File: src/rtl/octp_pkg.sv
// shared types and constants for the octree path relative move block
package octp_pkg;

    localparam int OFS_W = 17;
    localparam int POS_W = 16;
    localparam int LEVEL_W = 5;
    localparam int CODE_W = 3;
    localparam int AXES = 3;

    typedef enum logic [1:0] {
        OP_ROOT = 2'd0,
        OP_DESC = 2'd1,
        OP_ASC  = 2'd2,
        OP_MOVE = 2'd3
    } t_op;

    typedef struct packed {
        logic load;
        logic step;
        logic hit;
    } t_lane_ctl;

endpackage

File: src/rtl/octree_path_relative_move.sv
// top level: octree descent path with descend, ascend, root and relative move
//
// input channel i_valid/o_ready carries one request: opcode, child halves
// and signed cell offsets. output channel o_valid/i_ready returns one result
// per request: ok flag, level, cell coordinates and child code of the node.
// the path is held as one coordinate register per axis, MAX_DEPTH bits wide.
// root, descend and ascend requests go from accept straight to the final step.
// move requests: offsets are added one bit per cycle in three serial lanes,
// W = max(MAX_DEPTH, 17) + 2 steps, and then go to the final step. the result
// is loaded into the output register from the final step, and a new request
// is taken only once that step is left; the serial adder sets the move time.
// a new request is taken while the previous result waits at the output;
// it then holds in its final step until the output register is free.
// reset puts the path at the root and empties the output register.
module octree_path_relative_move #(
    parameter int MAX_DEPTH = 16
) (
    input  logic                               i_clk,
    input  logic                               i_rst_n,
    input  logic                               i_valid,
    output logic                               o_ready,
    input  logic [1:0]                         i_opcode,
    input  logic                               i_child_x,
    input  logic                               i_child_y,
    input  logic                               i_child_z,
    input  logic signed [octp_pkg::OFS_W-1:0]  i_offset_x,
    input  logic signed [octp_pkg::OFS_W-1:0]  i_offset_y,
    input  logic signed [octp_pkg::OFS_W-1:0]  i_offset_z,
    output logic                               o_valid,
    input  logic                               i_ready,
    output logic                               o_ok,
    output logic [octp_pkg::LEVEL_W-1:0]       o_level,
    output logic [octp_pkg::POS_W-1:0]         o_pos_x,
    output logic [octp_pkg::POS_W-1:0]         o_pos_y,
    output logic [octp_pkg::POS_W-1:0]         o_pos_z,
    output logic [octp_pkg::CODE_W-1:0]        o_top_code
);
    import octp_pkg::*;

    localparam int W = ((MAX_DEPTH > OFS_W) ? MAX_DEPTH : OFS_W) + 2;
    localparam int LVL_W = $clog2(MAX_DEPTH + 1);
    localparam int CNT_W = $clog2(W);
    localparam int CMP_W = (CNT_W > LVL_W) ? CNT_W : LVL_W;

    typedef enum logic [2:0] {
        S_IDLE = 3'b001,
        S_ADD  = 3'b010,
        S_FIN  = 3'b100
    } t_state;

    t_state                 r_state;
    logic [CNT_W-1:0]       r_cnt;
    t_op                    r_op;
    logic [AXES-1:0]        r_child;
    logic [MAX_DEPTH-1:0]   r_pos [AXES];
    logic [LVL_W-1:0]       r_level;
    logic                   r_ovalid;
    logic                   r_ok;
    logic [LVL_W-1:0]       r_olevel;
    logic [MAX_DEPTH-1:0]   r_opos [AXES];

    logic                   in_fire;
    logic                   out_fire;
    t_lane_ctl              lane_ctl;
    logic signed [OFS_W-1:0] ofs_in [AXES];
    logic [W-1:0]           lane_sum [AXES];
    logic [AXES-1:0]        lane_bad;
    logic                   n_ok;
    logic [LVL_W-1:0]       n_level;
    logic [MAX_DEPTH-1:0]   n_pos [AXES];

    assign o_ready  = (r_state == S_IDLE);
    assign in_fire  = i_valid & o_ready;
    assign out_fire = (r_state == S_FIN) & (~r_ovalid | i_ready);

    assign ofs_in[0] = i_offset_x;
    assign ofs_in[1] = i_offset_y;
    assign ofs_in[2] = i_offset_z;

    always_comb begin
        lane_ctl.load = in_fire;
        lane_ctl.step = (r_state == S_ADD);
        lane_ctl.hit  = CMP_W'(r_cnt) >= CMP_W'(r_level);
    end

    for (genvar a = 0; a < AXES; a++) begin : g_lane
        octp_lane #(.W(W)) u_lane (
            .i_clk (i_clk),
            .i_ctl (lane_ctl),
            .i_pos (W'(r_pos[a])),
            .i_ofs (W'(ofs_in[a])),
            .o_sum (lane_sum[a]),
            .o_bad (lane_bad[a])
        );
    end

    always_comb begin
        n_ok    = 1'b0;
        n_level = r_level;
        for (int a = 0; a < AXES; a++) begin
            n_pos[a] = r_pos[a];
        end
        unique case (r_op)
            OP_ROOT: begin
                n_ok    = 1'b1;
                n_level = '0;
                for (int a = 0; a < AXES; a++) begin
                    n_pos[a] = '0;
                end
            end
            OP_DESC: begin
                if (r_level < LVL_W'(MAX_DEPTH)) begin
                    n_ok    = 1'b1;
                    n_level = r_level + LVL_W'(1);
                    for (int a = 0; a < AXES; a++) begin
                        n_pos[a] = (r_pos[a] << 1) | MAX_DEPTH'(r_child[a]);
                    end
                end
            end
            OP_ASC: begin
                if (r_level != '0) begin
                    n_ok    = 1'b1;
                    n_level = r_level - LVL_W'(1);
                    for (int a = 0; a < AXES; a++) begin
                        n_pos[a] = r_pos[a] >> 1;
                    end
                end
            end
            OP_MOVE: begin
                if (lane_bad == '0) begin
                    n_ok = 1'b1;
                    for (int a = 0; a < AXES; a++) begin
                        n_pos[a] = lane_sum[a][MAX_DEPTH-1:0];
                    end
                end
            end
            default: begin
                n_ok = 1'b0;
            end
        endcase
    end

    always_ff @(posedge i_clk) begin
        if (!i_rst_n) begin
            r_state  <= S_IDLE;
            r_cnt    <= '0;
            r_level  <= '0;
            r_ovalid <= 1'b0;
            for (int a = 0; a < AXES; a++) begin
                r_pos[a] <= '0;
            end
        end else begin
            unique case (r_state)
                S_IDLE: begin
                    if (in_fire) begin
                        r_cnt   <= '0;
                        r_state <= (t_op'(i_opcode) == OP_MOVE) ? S_ADD : S_FIN;
                    end
                end
                S_ADD: begin
                    r_cnt <= r_cnt + CNT_W'(1);
                    if (r_cnt == CNT_W'(W - 1)) begin
                        r_state <= S_FIN;
                    end
                end
                S_FIN: begin
                    if (out_fire) begin
                        r_state <= S_IDLE;
                        r_level <= n_level;
                        for (int a = 0; a < AXES; a++) begin
                            r_pos[a] <= n_pos[a];
                        end
                    end
                end
                default: begin
                    r_state <= S_IDLE;
                end
            endcase
            if (out_fire) begin
                r_ovalid <= 1'b1;
            end else if (i_ready) begin
                r_ovalid <= 1'b0;
            end
        end
    end

    always_ff @(posedge i_clk) begin
        if (in_fire) begin
            r_op    <= t_op'(i_opcode);
            r_child <= {i_child_z, i_child_y, i_child_x};
        end
        if (out_fire) begin
            r_ok     <= n_ok;
            r_olevel <= n_level;
            for (int a = 0; a < AXES; a++) begin
                r_opos[a] <= n_pos[a];
            end
        end
    end

    assign o_valid    = r_ovalid;
    assign o_ok       = r_ok;
    assign o_level    = LEVEL_W'(r_olevel);
    assign o_pos_x    = POS_W'(r_opos[0]);
    assign o_pos_y    = POS_W'(r_opos[1]);
    assign o_pos_z    = POS_W'(r_opos[2]);
    assign o_top_code = {r_opos[2][0], r_opos[1][0], r_opos[0][0]};

`ifndef SYNTH
    a_level_bound: assert property (@(posedge i_clk) disable iff (!i_rst_n)
        r_level <= LVL_W'(MAX_DEPTH))
        else $error("path level beyond maximum depth");

    a_pos_in_root: assert property (@(posedge i_clk) disable iff (!i_rst_n)
        ((r_pos[0] >> r_level) == '0) && ((r_pos[1] >> r_level) == '0) &&
        ((r_pos[2] >> r_level) == '0))
        else $error("path coordinate outside root at current level");

    a_result_from_fin: assert property (@(posedge i_clk) disable iff (!i_rst_n)
        $rose(o_valid) |-> $past(r_state == S_FIN))
        else $error("result loaded outside final step");

    a_busy_after_accept: assert property (@(posedge i_clk) disable iff (!i_rst_n)
        in_fire |=> !o_ready)
        else $error("request taken while previous one in flight");
`endif

endmodule

File: src/rtl/octp_lane.sv
// one axis of the move: bit-serial add of cell offset and range check
module octp_lane #(
    parameter int W = 19
) (
    input  logic              i_clk,
    input  octp_pkg::t_lane_ctl i_ctl,
    input  logic [W-1:0]      i_pos,
    input  logic [W-1:0]      i_ofs,
    output logic [W-1:0]      o_sum,
    output logic              o_bad
);
    import octp_pkg::*;

    logic [W-1:0] r_acc;
    logic [W-1:0] r_ofs;
    logic         r_cy;
    logic         r_bad;
    logic         n_bit;
    logic         n_cy;

    always_comb begin
        n_bit = r_acc[0] ^ r_ofs[0] ^ r_cy;
        n_cy  = (r_acc[0] & r_ofs[0]) | (r_acc[0] & r_cy) | (r_ofs[0] & r_cy);
    end

    always_ff @(posedge i_clk) begin
        if (i_ctl.load) begin
            r_acc <= i_pos;
            r_ofs <= i_ofs;
            r_cy  <= 1'b0;
            r_bad <= 1'b0;
        end else if (i_ctl.step) begin
            r_acc <= {n_bit, r_acc[W-1:1]};
            r_ofs <= {r_ofs[W-1], r_ofs[W-1:1]};
            r_cy  <= n_cy;
            r_bad <= r_bad | (n_bit & i_ctl.hit);
        end
    end

    assign o_sum = r_acc;
    assign o_bad = r_bad;

endmodule
File: config.mk
export PLATFORM = sky130hd
export DESIGN_NAME = octree_path_relative_move
export DESIGN_NICKNAME = d
export VERILOG_FILES = /design/src/rtl/octp_pkg.sv /design/src/rtl/octree_path_relative_move.sv /design/src/rtl/octp_lane.sv
export SDC_FILE = /design/constraint.sdc
export NUM_CORES = 1
export LEC_CHECK = 0
export BUFFER_PORTS_ARGS = -buffer_cell sky130_fd_sc_hd__buf_2
export CAP_MARGIN = 20
export CORE_MARGIN = 8
export CORE_UTILIZATION = 45
export DETAILED_ROUTE_END_ITERATION = 7
export GPL_ROUTABILITY_DRIVEN = 1
export PLACE_DENSITY = 0.75
export RECOVER_POWER = 25
export SYNTH_ARGS = -nofsm -noshare
export SYNTH_HDL_FRONTEND = slang
export SYNTH_SLANG_ARGS = --single-unit
File: constraint.sdc
create_clock -name i_clk -period 13.6 [get_ports i_clk]
set_input_delay 2.72 -clock i_clk [delete_from_list [all_inputs] [get_ports i_clk]]
set_output_delay 2.72 -clock i_clk [all_outputs]
set_load 0.02 [all_outputs]
==> After elaboration in Yosys (flattened, before gate mapping) <==
Memories as Yosys holds them, arrays and structs flattened.
Cells that the tools add are included.
{ "op_classes": {"add_sub_neg": 3, "n_mul": 0, "div": 0, "n_lt_le_gt_ge": 2, "n_eq_ne": 11, "shift": 0, "mux": 41, "n_bitwise": 37, "n_reduce_logical": 9} }
{ "op_table": {"columns": ["cell", "count"], "rows": [
  ["$pmux 48 s4", 1],
  ["$mux 16", 9],
  ["$mux 48", 3],
  ["$mux 19", 3],
  ["$mux 18", 3],
  ["$or 16x1->16", 3],
  ["$mux 5", 3],
  ["$pmux 5 s3", 1],
  ["$and 1x1->1", 14],
  ["$or 1x1->1", 13],
  ["$mux 3", 4],
  ["$mux 1", 11],
  ["$add 5x1->5 const B", 2],
  ["$pmux 5 s2", 1],
  ["$pmux 3 s3", 1],
  ["$eq 2x2->1 const B", 3],
  ["$reduce_bool 2->1", 3],
  ["$xor 1x1->1", 6],
  ["$eq 5x5->1 const B", 1],
  ["$ge 5x5->1", 1],
  ["$lt 5x5->1 const B", 1],
  ["$reduce_bool 5->1", 1],
  ["$sub 5x1->5 const B", 1],
  ["$ne 2x2->1 const B", 2],
  ["11 further kinds", 12]
]} }
{ "word_totals": {"ff_bits": 145, "latch_bits": 0, "ram_bits": 96, "mem_bits_ro": 0, "output_inout_bits": 59, "word_cells": 131, "n_memories": 2} }
{ "memory_table": {"columns": ["memory", "depth", "width", "read_ports", "rd_clocked_by_memory_dff", "write_ports", "line", "rtl"], "rows": [
  ["r_opos", 3, 16, 3, 0, 3, "octree_path_relative_move.sv:60", "logic [MAX_DEPTH-1:0] r_opos [AXES];"],
  ["r_pos", 3, 16, 3, 0, 3, "octree_path_relative_move.sv:55", "logic [MAX_DEPTH-1:0] r_pos [AXES];"]
]} }

==> Longest topological paths before layout <==
{ "logic_depth": {"word_depth": 8, "mapped_depth": 8} }

==> Cells and area by module <==
Synthesis repeated with hierarchy kept, for this count alone.
{ "hier_totals": {"hier_cells": 703, "hier_area_um2": 11434.7} }
{ "by_module_without_submodules": {"columns": ["module", "instances", "cells_per_inst", "area_per_inst_um2", "seq_area_each_um2"], "rows": [
  ["octree_path_relative_move", 1, 436, 5819.3, 3493.4],
  ["octp_lane", 3, 89, 1871.8, 1181.1]
]} }

==> Worst setup path after synthesis <==
OpenSTA, ideal clock, no wires.
{ "synth_timing": {"path_kind": "in2reg", "from": "input i_ready", "to": "memory r_pos[0][0], enable pin", "setup_time_ps": 520, "t_arrival_ps": 6210, "required_time_ps": 13080, "path_slack_ps": 6870, "path_stages": 2, "cell_sequence": "nor2b_1 -> o21ai_0"} }
{ "synth_rtl": {"columns": ["element", "line", "rtl"], "rows": [
  ["start: declaration", "octree_path_relative_move.sv:30", "input logic i_ready,"],
  ["end: declaration", "octree_path_relative_move.sv:55", null]
]} }

==> Final worst setup path <==
{ "layout_timing": {"from": "input i_valid", "to": "register r_op[1], enable pin"} }
{ "layout_via": {"elab_chain_len": 1} }
{ "layout_rtl": {"columns": ["element", "line", "rtl"], "rows": [
  ["start: declaration", "octree_path_relative_move.sv:20", "input logic i_valid,"],
  ["$and 1x1->1", "octree_path_relative_move.sv:73", "assign in_fire = i_valid & o_ready;"],
  ["end signal: assignment", "octree_path_relative_move.sv:189", "r_op <= t_op'(i_opcode);"],
  ["end: declaration", "octree_path_relative_move.sv:53", "t_op r_op;"]
]} }
Every way passes these cells.
A chain may end at the register's enable or synchronous reset.

==> impl_metrics.json <==
{
  "crit_type": "in -> reg",
  "synth_edf_count": 212,
  "dr.max_layer_used": "met5",
  "power_density_nw_per_um2": 146,
  "setup_tns_ns": 0,
  "cts_setup_buffers": 0,
  "ys_ff_latch": 241,
  "ys_seq_area_frac": 0.625,
  "dieHeight_um": 173,
  "first_iter_violations": 705,
  "wl_um": 24400,
  "post_drt_via_cell_ratio": 5.43,
  "drive_gt1_frac": 0.158,
  "multi_input_area_um2": 3820,
  "num_rows": 57,
  "num-fill-cells": 2118,
  "fin_worst_skew_ns": 0.0116,
  "syn_inst": 1010,
  "cts_sinks": 241,
  "wl_per_cell_um": 16.9,
  "status": "complete, but fails checks",
  "hold-worst-slack_ns": 0.452,
  "failed_checks": "capacitance limit, slew limit",
  "yosysTopAreaCellShare": 0.573,
  "fin_crit_ns": 6.15,
  "crit_chain": "buf_2, nand2_1, clkinvlp_2, clkbuf_1, buf_12",
  "antenna_found_initial": 1,
  "syn_nets": 1082,
  "syn_area_per_cell_um2": 11.0,
  "first_global_vias": 7692,
  "hpwl_um": 14500,
  "clock_path_buffers": 3,
  "grt-ovfl-total": 0,
  "reg2reg_from": "r_level[4]",
  "pre_cts_slack_ns": 8.55,
  "grt_pass1_wl_um": 39500,
  "hold_path_class": "reg -> reg",
  "hold_buffers": 0,
  "cp-start-kind": "input pin",
  "die_w_um": 173,
  "critPathMaxStageDelay_ns": 1.76,
  "finalSetupViolCount": 0,
  "clk_pin_slew_ns": 0.06,
  "io_pins": 119,
  "crit_path_top_delay_cell": "clkbuf_1",
  "r2r_cells": 6,
  "drt_first_pass_iters": 7,
  "hold_violations": 0,
  "met2_length_um": 10800,
  "synth_cell_types": 52,
  "finalPower_w": 0.00188,
  "placed_cell_area_um2": 12000,
  "fin_crit_sh": 0.452,
  "arrival_ns": 6.34,
  "cts_tree": "yes",
  "start_util": 0.457,
  "fin_area_um2": 12900,
  "maxCapViolCount": 6,
  "portBuffers": 118,
  "maxSlewHeadroom": -1.70,
  "dieArea_um2": 30000,
  "ant_nets": 0,
  "area_growth_pct": 15.8,
  "register_area_um2": 6950,
  "cts_made_buffers": 26,
  "met1_length_um": 11000,
  "drv_slew": 236,
  "worst_pin_slew_ns": 4.05,
  "critPathRequiredTime_ns": 13.80,
  "yosysWarnings": 0,
  "drc": 0,
  "grt.total_usage": 0.156,
  "ir_drop_uv": 101,
  "synth_area_um2": 11100,
  "timing.reg2reg.setup_slack_ns": 7.45,
  "r2r_end": "r_pos[0][31]",
  "rsz0062_at_grt": "no",
  "antenna_cells": 0,
  "crit_end": "r_op[1]",
  "clockRootBuffer": "clkbuf_16",
  "synth_top_area_cell": "edfxtp_1",
  "htreeDepth": 1,
  "clk_latency_ns": 0.52,
  "fin_nets": 1174,
  "cp-startpoint": "i_valid",
  "gp_congestion": 0.795,
  "synth_flop_cell": "edfxtp_1",
  "max_freq_mhz": 163,
  "core_area_um2": 24300,
  "synth_area_leaders": "edfxtp_1, nand2_1, dfxtp_1",
  "ys_async_sr_fraction": 0,
  "p_leak_nw": 5.07,
  "dr_wl_met3_um": 1900,
  "worst_setup_path_end_kind": "flop",
  "layout_setup_ws_ns": 7.45,
  "grt_max_degree": 113,
  "via_count": 7851,
  "post_cts_resize_count": 0,
  "path_max_fanout": 58
}
how the worst min path moves through the flow:
stage	start	to	cells past startpoint
finish	g_lane[2].u_lane.o_sum[18]	g_lane[2].u_lane.o_sum[18]	1
global route	g_lane[2].u_lane.o_sum[17]	g_lane[2].u_lane.o_sum[16]	2
CTS	g_lane[2].u_lane.o_sum[18]	g_lane[2].u_lane.o_sum[18]	1
detailed placement	g_lane[2].u_lane.o_sum[18]	g_lane[2].u_lane.o_sum[18]	1
floorplan	g_lane[0].u_lane.o_sum[17]	g_lane[0].u_lane.o_sum[16]	2
global placement	g_lane[2].u_lane.o_sum[17]	g_lane[2].u_lane.o_sum[16]	2
flip-flops by register name, summed over array words and instances (netlist names):
signal	count
g_lane.u_lane.o_sum	57
r_state	3
r_op	2
r_level	5
g_lane.u_lane.r_cy	3
o_valid	1
r_cnt	5
g_lane.u_lane.o_bad	3
r_pos	48
r_child	3
g_lane.u_lane.r_ofs	57
o_level	5
o_ok	1
r_opos	48
cells in the mapped netlist (2+ instances only):
master      n
a221o_1    48
nand2b_1    3
or3b_2      3
a21oi_1     8
ha_1        9
nor3_1      6
dfxtp_1    29
a21o_1      2
nand3_1     6
nand2_1   371
clkbuf_1   47
buf_1       5
buf_2      11
a31oi_1     5
fa_1        3
edfxtp_1  212
o32ai_1     2
buf_6       2
and2_1     50
inv_1      18
buf_4       3
a22oi_1     3
o22ai_1    45
nor3b_1     3
mux2i_1    48
a211oi_1    3
nor2_1     22
o311a_1     2
o21ai_0    18
cell type report:
class | count | share of cell area
flip-flops and latches | 241 | 0.540
multi-input cells | 682 | 0.297
clock buffers | 36 | 0.0568
repair buffers | 132 | 0.0545
well taps | 324 | 0.0315
clock inverters | 11 | 0.0149
inverters | 19 | 0.00583
per-layer routing:
metal,global-route usage,vias to the layer above
li1,-,3793
met5,0,-
met3,0.0401,52
met4,0.0489,2
met2,0.246,296
met1,0.209,3708
worst max-delay path: cells and delay by family:
kind,cells,cell delay [ns]
AND/OR/NAND/NOR,1,0.94
buffers and inverters,4,2.62
cells by family after synthesis:
logic type | Yosys count | synth area share
AO/OA/AOI/OAI | 147 | 0.101
adder cells (fa/ha/maj) | 12 | 0.0155
buffers and inverters | 87 | 0.0330
flip-flops | 241 | 0.625
multiplexers | 49 | 0.0442
AND/OR/NAND/NOR | 474 | 0.182
report_power, final:
part / internal [W] / leakage [nW] / switching [W]
clock network: 0.000471 / 0.439 / 0.000279
logic: 0.0000744 / 2.34 / 0.000139
registers: 0.000885 / 2.29 / 0.0000280
total: 0.00143 / 5.07 / 0.000446
cell usage in the layout, fill, tap and decap left out, types with 5 or more instances in the layout:
| master | Yosys | final |
|---|---|---|
| nand2_1 | 371 | 371 |
| edfxtp_1 | 212 | 212 |
| buf_2 | 11 | 115 |
| mux2i_1 | 48 | 48 |
| a221o_1 | 48 | 48 |
| and2_1 | 50 | 48 |
| o22ai_1 | 45 | 45 |
| clkbuf_16 | 0 | 28 |
| dfxtp_1 | 29 | 28 |
| nor2_1 | 22 | 21 |
| inv_1 | 18 | 17 |
| o21ai_0 | 18 | 17 |
| clkbuf_1 | 47 | 15 |
| ha_1 | 9 | 9 |
| a21oi_1 | 8 | 8 |
| buf_4 | 3 | 8 |
| nand3_1 | 6 | 6 |
| nor3_1 | 6 | 5 |
| a31oi_1 | 5 | 5 |
| bufinv_16 | 0 | 5 |
per-stage QoR:
step | util | std cells
final | 0.529 | 1445
after global routing | 0.529 | 1445
after CTS | 0.529 | 1442
after detailed placement | 0.491 | 1395
after global placement | 0.491 | 1395
after floorplan | - | 1010
(Power assumes the default switching activity.)
